===== src/rtl/core/imuafp_pkg.sv =====
// ----------------------------------------------------------------------------
// imuafp_pkg
// shared types and constants of the angle frame parser
// ----------------------------------------------------------------------------
package imuafp_pkg;

  localparam int unsigned DATA_LEN_DEF = 8;
  localparam int unsigned RAW_BYTES    = 6;
  localparam int unsigned QUEUE_DEPTH  = 2;
  localparam int unsigned ANGLE_W      = 18;
  localparam int unsigned MAG_W        = 17;
  localparam int unsigned KPART_W      = 23;
  localparam int unsigned PROD_W       = MAG_W + KPART_W;
  localparam int unsigned FRAC_SHIFT   = 44;

  localparam logic [7:0] HDR_BYTE   = 8'h55;
  localparam logic [7:0] TYPE_ANGLE = 8'h53;

  // pi scaled by 2^44, split into two halves for narrow multipliers
  localparam logic [45:0] PI_Q44 = 46'h3243F6A8885A;
  localparam logic [KPART_W-1:0] K_HI = PI_Q44[45:23];
  localparam logic [KPART_W-1:0] K_LO = PI_Q44[22:0];

  typedef enum logic [1:0] {
    PH_HUNT,
    PH_TYPE,
    PH_DATA,
    PH_SUM
  } phase_t;

  typedef struct packed {
    logic [15:0] yaw;
    logic [15:0] pitch;
    logic [15:0] roll;
  } raw_frame_t;

  typedef struct packed {
    logic push;
    logic full;
  } queue_ctl_t;

endpackage


===== src/rtl/core/imu_angle_frame_parser_core.sv =====
// ----------------------------------------------------------------------------
// imu_angle_frame_parser_core
// serial angle frame parser with 8-bit additive checksum and pi scaling
// ----------------------------------------------------------------------------
// in_*  : one received serial byte per transaction, taken whenever the
//         frame queue has room (one byte per cycle sustained)
// out_* : one transaction per frame with a good checksum, carrying roll,
//         pitch and yaw in radians, signed, 15 fraction bits
// a frame is 0x55, 0x53, DATA_LEN data bytes and a checksum byte; a bad
// checksum or a wrong type byte drops the frame with no output
// the edge that takes the checksum byte writes the frame into the queue;
// it then passes the multiply stage and the round and sign stage, and
// out_tvalid rises with the latter; a frame takes DATA_LEN + 3 bytes,
// so output rate is bounded by the byte stream
// when out_tready is low the scaler holds its result, frames pile up in the
// two-entry queue, and only when that is full does in_tready drop
// synchronous reset returns the parser to the header hunt and empties
// the queue and the pipeline
// ----------------------------------------------------------------------------
module imu_angle_frame_parser_core
  import imuafp_pkg::*;
#(
  parameter int unsigned DATA_LEN    = DATA_LEN_DEF,
  parameter int unsigned QUEUE_DEPTH_P = QUEUE_DEPTH
) (
  input  logic        clk,
  input  logic        rst_n,
  input  logic        in_tvalid,
  output logic        in_tready,
  input  logic [7:0]  in_tdata,   // rx_byte[7:0]
  output logic        out_tvalid,
  input  logic        out_tready,
  output logic [55:0] out_tdata   // roll_angle[17:0], pitch_angle[35:18], yaw_angle[53:36]
);

  queue_ctl_t q_ctl;
  raw_frame_t wr_frame;
  raw_frame_t rd_frame;
  logic       q_full;
  logic       q_valid;
  logic       q_pop;
  logic signed [ANGLE_W-1:0] roll_angle;
  logic signed [ANGLE_W-1:0] pitch_angle;
  logic signed [ANGLE_W-1:0] yaw_angle;

  imuafp_front #(
    .DATA_LEN (DATA_LEN)
  ) u_front (
    .clk       (clk),
    .rst_n     (rst_n),
    .in_tvalid (in_tvalid),
    .in_tready (in_tready),
    .in_tdata  (in_tdata),
    .q_full    (q_full),
    .q_ctl     (q_ctl),
    .q_frame   (wr_frame)
  );

  imuafp_queue #(
    .DEPTH (QUEUE_DEPTH_P)
  ) u_queue (
    .clk      (clk),
    .rst_n    (rst_n),
    .wr_ctl   (q_ctl),
    .wr_frame (wr_frame),
    .full     (q_full),
    .rd_valid (q_valid),
    .rd_pop   (q_pop),
    .rd_frame (rd_frame)
  );

  imuafp_back u_back (
    .clk         (clk),
    .rst_n       (rst_n),
    .q_valid     (q_valid),
    .q_pop       (q_pop),
    .q_frame     (rd_frame),
    .res_valid   (out_tvalid),
    .res_ready   (out_tready),
    .roll_angle  (roll_angle),
    .pitch_angle (pitch_angle),
    .yaw_angle   (yaw_angle)
  );

  assign out_tdata = {2'b00, yaw_angle, pitch_angle, roll_angle};

endmodule


===== src/rtl/core/imuafp_front.sv =====
// ----------------------------------------------------------------------------
// imuafp_front
// byte parser: header and type check, data capture, running checksum
// ----------------------------------------------------------------------------
module imuafp_front
  import imuafp_pkg::*;
#(
  parameter int unsigned DATA_LEN = DATA_LEN_DEF
) (
  input  logic       clk,
  input  logic       rst_n,
  input  logic       in_tvalid,
  output logic       in_tready,
  input  logic [7:0] in_tdata,
  input  logic       q_full,
  output queue_ctl_t q_ctl,
  output raw_frame_t q_frame
);

  phase_t     phase_r, phase_nxt;
  logic [3:0] pos_r, pos_nxt;
  logic [7:0] sum_r, sum_nxt;
  logic [7:0] data_r [RAW_BYTES];
  logic       in_fire;
  logic       push;

  assign in_tready = ~q_full;
  assign in_fire   = in_tvalid & in_tready;

  always_ff @(posedge clk) begin
    if (!rst_n) begin
      phase_r <= PH_HUNT;
      pos_r   <= 4'd0;
      sum_r   <= 8'd0;
    end else begin
      phase_r <= phase_nxt;
      pos_r   <= pos_nxt;
      sum_r   <= sum_nxt;
    end
  end

  always_ff @(posedge clk) begin
    if (in_fire && phase_r == PH_DATA && pos_r < 4'(RAW_BYTES)) begin
      data_r[pos_r[2:0]] <= in_tdata;
    end
  end

  always_comb begin
    phase_nxt = phase_r;
    pos_nxt   = pos_r;
    sum_nxt   = sum_r;
    push      = 1'b0;
    if (in_fire) begin
      case (phase_r)
        PH_HUNT: begin
          if (in_tdata == HDR_BYTE) begin
            sum_nxt   = in_tdata;
            pos_nxt   = 4'd0;
            phase_nxt = PH_TYPE;
          end
        end
        PH_TYPE: begin
          pos_nxt = 4'd0;
          if (in_tdata == TYPE_ANGLE) begin
            sum_nxt   = sum_r + in_tdata;
            phase_nxt = PH_DATA;
          end else begin
            phase_nxt = PH_HUNT;
          end
        end
        PH_DATA: begin
          sum_nxt = sum_r + in_tdata;
          pos_nxt = pos_r + 4'd1;
          if (pos_nxt >= 4'(DATA_LEN)) begin
            phase_nxt = PH_SUM;
          end
        end
        PH_SUM: begin
          push      = (sum_r == in_tdata);
          pos_nxt   = 4'd0;
          phase_nxt = PH_HUNT;
        end
        default: begin
          phase_nxt = PH_HUNT;
        end
      endcase
    end
  end

  assign q_ctl.push     = push;
  assign q_ctl.full     = q_full;
  assign q_frame.roll   = {data_r[1], data_r[0]};
  assign q_frame.pitch  = {data_r[3], data_r[2]};
  assign q_frame.yaw    = {data_r[5], data_r[4]};

endmodule


===== src/rtl/core/imuafp_queue.sv =====
// ----------------------------------------------------------------------------
// imuafp_queue
// short frame queue between parser and scaler
// ----------------------------------------------------------------------------
module imuafp_queue
  import imuafp_pkg::*;
#(
  parameter int unsigned DEPTH = QUEUE_DEPTH
) (
  input  logic       clk,
  input  logic       rst_n,
  input  queue_ctl_t wr_ctl,
  input  raw_frame_t wr_frame,
  output logic       full,
  output logic       rd_valid,
  input  logic       rd_pop,
  output raw_frame_t rd_frame
);

  localparam int unsigned PTR_W = (DEPTH > 1) ? $clog2(DEPTH) : 1;
  localparam int unsigned CNT_W = $clog2(DEPTH + 1);

  raw_frame_t       mem_r [DEPTH];
  logic [PTR_W-1:0] wr_ptr_r, wr_ptr_nxt;
  logic [PTR_W-1:0] rd_ptr_r, rd_ptr_nxt;
  logic [CNT_W-1:0] cnt_r, cnt_nxt;
  logic             do_wr;
  logic             do_rd;

  assign full     = (cnt_r == CNT_W'(DEPTH));
  assign rd_valid = (cnt_r != '0);
  assign rd_frame = mem_r[rd_ptr_r];
  assign do_wr    = wr_ctl.push & ~wr_ctl.full;
  assign do_rd    = rd_pop & rd_valid;

  always_comb begin
    wr_ptr_nxt = wr_ptr_r;
    rd_ptr_nxt = rd_ptr_r;
    cnt_nxt    = cnt_r;
    if (do_wr) begin
      wr_ptr_nxt = (wr_ptr_r == PTR_W'(DEPTH - 1)) ? '0 : wr_ptr_r + PTR_W'(1);
    end
    if (do_rd) begin
      rd_ptr_nxt = (rd_ptr_r == PTR_W'(DEPTH - 1)) ? '0 : rd_ptr_r + PTR_W'(1);
    end
    case ({do_wr, do_rd})
      2'b10:   cnt_nxt = cnt_r + CNT_W'(1);
      2'b01:   cnt_nxt = cnt_r - CNT_W'(1);
      default: cnt_nxt = cnt_r;
    endcase
  end

  always_ff @(posedge clk) begin
    if (!rst_n) begin
      wr_ptr_r <= '0;
      rd_ptr_r <= '0;
      cnt_r    <= '0;
    end else begin
      wr_ptr_r <= wr_ptr_nxt;
      rd_ptr_r <= rd_ptr_nxt;
      cnt_r    <= cnt_nxt;
    end
  end

  always_ff @(posedge clk) begin
    if (do_wr) begin
      mem_r[wr_ptr_r] <= wr_frame;
    end
  end

endmodule


===== src/rtl/core/imuafp_back.sv =====
// ----------------------------------------------------------------------------
// imuafp_back
// two stage scaler: raw angle times pi, rounded half away from zero
// ----------------------------------------------------------------------------
module imuafp_back
  import imuafp_pkg::*;
(
  input  logic                      clk,
  input  logic                      rst_n,
  input  logic                      q_valid,
  output logic                      q_pop,
  input  raw_frame_t                q_frame,
  output logic                      res_valid,
  input  logic                      res_ready,
  output logic signed [ANGLE_W-1:0] roll_angle,
  output logic signed [ANGLE_W-1:0] pitch_angle,
  output logic signed [ANGLE_W-1:0] yaw_angle
);

  localparam int unsigned SUM_W = PROD_W + KPART_W + 1;
  localparam logic [SUM_W-1:0] HALF = SUM_W'(1) << (FRAC_SHIFT - 1);

  logic [15:0]        raw [3];
  logic [MAG_W-1:0]   mag [3];
  logic [PROD_W-1:0]  p_hi_r [3];
  logic [PROD_W-1:0]  p_lo_r [3];
  logic [2:0]         neg_r;
  logic [ANGLE_W-1:0] angle_r [3];
  logic               s1_valid_r;
  logic               s2_valid_r;
  logic               s2_move;
  logic               s1_move;

  assign raw[0] = q_frame.roll;
  assign raw[1] = q_frame.pitch;
  assign raw[2] = q_frame.yaw;

  assign s2_move = s1_valid_r & (~s2_valid_r | res_ready);
  assign s1_move = ~s1_valid_r | s2_move;
  assign q_pop   = s1_move & q_valid;

  always_ff @(posedge clk) begin
    if (!rst_n) begin
      s1_valid_r <= 1'b0;
      s2_valid_r <= 1'b0;
    end else begin
      if (s1_move) begin
        s1_valid_r <= q_valid;
      end
      if (~s2_valid_r | res_ready) begin
        s2_valid_r <= s1_valid_r;
      end
    end
  end

  for (genvar i = 0; i < 3; i++) begin : g_lane
    logic [SUM_W-1:0]   acc;
    logic [ANGLE_W-1:0] mag_q;

    assign mag[i] = raw[i][15] ? (MAG_W'(17'h10000) - {1'b0, raw[i]}) : {1'b0, raw[i]};
    assign acc    = {SUM_W'(p_hi_r[i]) << KPART_W} + SUM_W'(p_lo_r[i]) + HALF;
    assign mag_q  = acc[FRAC_SHIFT +: ANGLE_W];

    always_ff @(posedge clk) begin
      if (q_pop) begin
        p_hi_r[i] <= PROD_W'(mag[i]) * PROD_W'(K_HI);
        p_lo_r[i] <= PROD_W'(mag[i]) * PROD_W'(K_LO);
        neg_r[i]  <= raw[i][15];
      end
      if (s2_move) begin
        angle_r[i] <= neg_r[i] ? (ANGLE_W'(0) - mag_q) : mag_q;
      end
    end
  end

  assign res_valid   = s2_valid_r;
  assign roll_angle  = angle_r[0];
  assign pitch_angle = angle_r[1];
  assign yaw_angle   = angle_r[2];

endmodule

===== config.mk =====
export PLATFORM = sky130hd
export DESIGN_NAME = imu_angle_frame_parser_core
export DESIGN_NICKNAME = d
export VERILOG_FILES = /design/src/rtl/core/imuafp_pkg.sv /design/src/rtl/core/imu_angle_frame_parser_core.sv /design/src/rtl/core/imuafp_front.sv /design/src/rtl/core/imuafp_queue.sv /design/src/rtl/core/imuafp_back.sv
export SDC_FILE = /design/constraint.sdc
export NUM_CORES = 2
export LEC_CHECK = 0
export ABC_CLOCK_PERIOD_IN_PS = 16219
export BUFFER_PORTS_ARGS = -buffer_cell sky130_fd_sc_hd__buf_4
export CORE_UTILIZATION = 46
export DETAILED_ROUTE_END_ITERATION = 12
export PLACE_DENSITY = 0.74
export SLEW_MARGIN = 20
export SYNTH_ARGS = -nofsm -noshare
export SYNTH_HDL_FRONTEND = slang
export SYNTH_HIERARCHICAL = 1
export SYNTH_SLANG_ARGS = --single-unit

===== constraint.sdc =====
create_clock -name clk -period 16.22 [get_ports clk]
set_clock_uncertainty 0.1 [all_clocks]
set_input_delay 3.244 -clock clk [delete_from_list [all_inputs] [get_ports clk]]
set_output_delay 3.244 -clock clk [all_outputs]
set_load 0.03 [all_outputs]

==> flow_summary.toml <==
[synth]
ys_top_cells_by_count = "inv_1 (988), ha_1 (938), fa_1 (542)"
postSynth.asyncResetShare_pct = 0
synth-edff-count = 366
ys_seq_elements = 387
synth.cell_area_um2 = 49400
synth.avg_cell_area_um2 = 10.7
netlist.area_leader.share_pct = 23.8
synth_warnings = 6
synth.area.top_cells = "ha_1 (24%), edfxtp_1 (22%), fa_1 (22%)"
synth_top_area_cell = "ha_1"
netlist_instances = 4614
ys_seq_area_share_pct = 23.1
ys.flop_type = "edfxtp_1"
synthDistinctLibCells = 110
yosysMostFrequentCell = "inv_1"

[clock_tree]
cts.sinks = 387
clk_latency_ns = 0.65
numCtsBuffers = 46
htree_num_levels = 2
ctsHoldBuffers = 0
clockBufferDepth = 3
postCtsSetupBuffers = 0
clk_pin_slew_worst_paths_ns = 0.06
cts-root-buf = "clkbuf_16"
cts_tree = "done"
post_cts_resized = 0

[final_layout]
fin_nets = 6250
drive_gt1_share_pct = 6.38
areaGrowthSynthToFinish_pct = 8.10

[grt]
grt_first_pass_wirelength_um = 179000
grt_max_degree = 76
grtUsageTotal_pct = 20.9
grt-ovfl-total = 0
grt_pass1_vias = 33900
antenna_found_initial = 3

[timing]
rsz0062_at_grt = "no"
clock.fmax_mhz = 94.8
fin_setup_tns_ns = 0
drv_slew = 0
fin_crit_sh_pct = 65.0
final_hold_viol_count = 0
tightest_slew_ns = 1.01
setup_violations = 0
slew_headroom_pct = 32.6
fin_crit_ns = 10.55

[pwr]
swShare_pct = 27.6
fin_total_pwr_mw = 2.61
pwr-share-clk_pct = 38.9
p_comb_share_pct = 18.9
p_per_area_nw_per_um2 = 49.0
netSwitchingPower_mw = 0.720
pwr-share-seq_pct = 42.2
ir_worst_vdd_mv = 0.0609
power.internal_mw = 1.89
p_leak_nw = 25.8

[die]
fp-row-count = 119
core_area_um2 = 106000
ios = 70
die_w_um = 330
chipHeight_um = 330
dieArea_um2 = 109000
initial_core_util_pct = 46.6

[routing]
wl_um = 112000
routed-via-count = 33000
drc = 0
vias_per_cell = 5.33
ant_nets = 0
firstDrtPassIters = 6
wl_per_cell_um = 18.1
drt_iter0_drc = 2089

[placement]
place_hpwl_um = 93200
portBuffers = 67
place.gp.congestion = 0.940

[worst_setup_path]
path_class = "register to register"
startpoint_type = "register"
cpMostUsedCell = "inv_1"
slowest_delay_ns = 0.63
crit_required_ns = 16.47
crit_arrival_ns = 10.80
setup.worst_path.end_class = "register"
cpMaxStageDelayCell = "dfxtp_2"
crit_path_max_fanout = 32

[job]
max-cap-violations = 0

[status]
outcome = "finished, final reports clean"

[min_path]
hold_path_class = "register to register"
power groups by stage:
| stage | clock network (mW) | registers (mW) | logic [mW] |
|---|---|---|---|
| CTS | 1.05 | 1.10 | 0.493 |
| finish | 1.02 | 1.10 | 0.494 |
| global placement | 0 | 1.12 | 0.479 |
| global route | 1.08 | 1.10 | 0.557 |
| floorplan | 0 | 1.12 | 0.377 |
| detailed placement | 0 | 1.12 | 0.488 |
metal layers:
metal	GRT usage [%]	vias to the layer above	routed length, um
li1	-	15900	-
met1	27.9	16100	49400
met2	35.8	789	53900
met3	2.37	166	5500
met4	6.03	0	3040
met5	0	-	0
cell usage in the layout, fill, tap and decap left out, types with 21 or more instances in the layout:
| cell type | count |
|---|---|
| a21oi_1 | 188 |
| o21a_1 | 32 |
| inv_1 | 988 |
| or2_2 | 21 |
| nand4_1 | 30 |
| nor2_1 | 148 |
| conb_1 | 34 |
| xnor2_1 | 205 |
| fa_1 | 542 |
| and3_1 | 29 |
| buf_4 | 106 |
| edfxtp_1 | 366 |
| o21bai_1 | 27 |
| clkbuf_16 | 46 |
| nand2_1 | 159 |
| mux2_2 | 49 |
| or3_1 | 29 |
| ha_1 | 938 |
| xor2_1 | 91 |
| nand3_1 | 51 |
| nand2b_1 | 31 |
| nor2b_1 | 27 |
| nor3_1 | 37 |
| o21ai_0 | 100 |
| a21o_1 | 103 |
per-stage QoR:
stage | worst slack (ns) | hold WS (ns) | cells | cell area [um^2] | util (%)
6_report | 5.67 | 0.335 | 6185 | 53400 | 50.4
5_1_grt | 5.10 | 0.351 | 6184 | 53400 | 50.4
4_1_cts | 5.63 | 0.336 | 6184 | 53400 | 50.4
3_5_place_dp | 5.68 | 0.330 | 6101 | 51900 | 49.0
3_3_place_gp | 5.97 | 0.322 | 6101 | 51900 | 49.0
2_1_floorplan | 3.43 | 0.321 | 4645 | 49500 | -
worst max-delay path: cells and delay by family (launching register included):
kind,cells,cell delay (ns)
buf+inv,7,1.40
mux,1,0.59
fa+ha+maj,8,3.62
simple gates,6,1.33
xor+xnor,1,0.36
compound gates,8,2.17
flops,1,0.63
sequential cells by signal, indices dropped and copies added (netlist names), 2 cells and up, named ones only:
register        flops
u_back/p_hi_r      99
u_queue/mem_r      96
u_back/p_lo_r      66
u_back/angle_r     54
u_front/data_r     48
u_front/sum_r       8
u_front/pos_r       4
u_back/neg_r        3
u_queue/cnt_r       2
logic make-up after synthesis:
| kind of cell | count (synthesis) | share of synthesized area, % |
|---|---|---|
| other | 3 | 0.0228 |
| adders and majority gates | 1482 | 45.8 |
| xor gates and xnor gates | 302 | 5.39 |
| buffers and inverters | 1029 | 7.94 |
| muxes | 59 | 1.32 |
| AOI/OAI and AO/OA | 675 | 9.25 |
| DFF | 387 | 23.1 |
| and+or+nand+nor | 677 | 7.18 |
path summary, 6_finish.rpt:
check                                 startpoint                              end  slack, ns  cells after the start
setup / recovery                        register  u_back/p_hi_r[0][115]$_DFFE_PP_       5.67                     31
hold / removal    u_front/data_r[2][3]$_DFFE_PP_   u_queue/mem_r[0][19]$_DFFE_PP_       0.33                      0
setup reg to reg                        register  u_back/p_hi_r[0][115]$_DFFE_PP_       5.67                     31
hold reg to reg   u_front/data_r[2][3]$_DFFE_PP_   u_queue/mem_r[0][19]$_DFFE_PP_       0.33                      0
final cells by class:
cell class                      count  area [um^2]
Tap cell                         1391         1740
Fill cell                        9271        52500
Timing Repair Buffer              106          796
Inverter                          988         3710
Clock buffer                       56         1190
Antenna cell                        1         2.50
Clock inverter                     27          280
Sequential cell                   387        11400
Multi-Input combinational cell   3229        34200
Note: power is estimated with default switching activity, not from simulation.
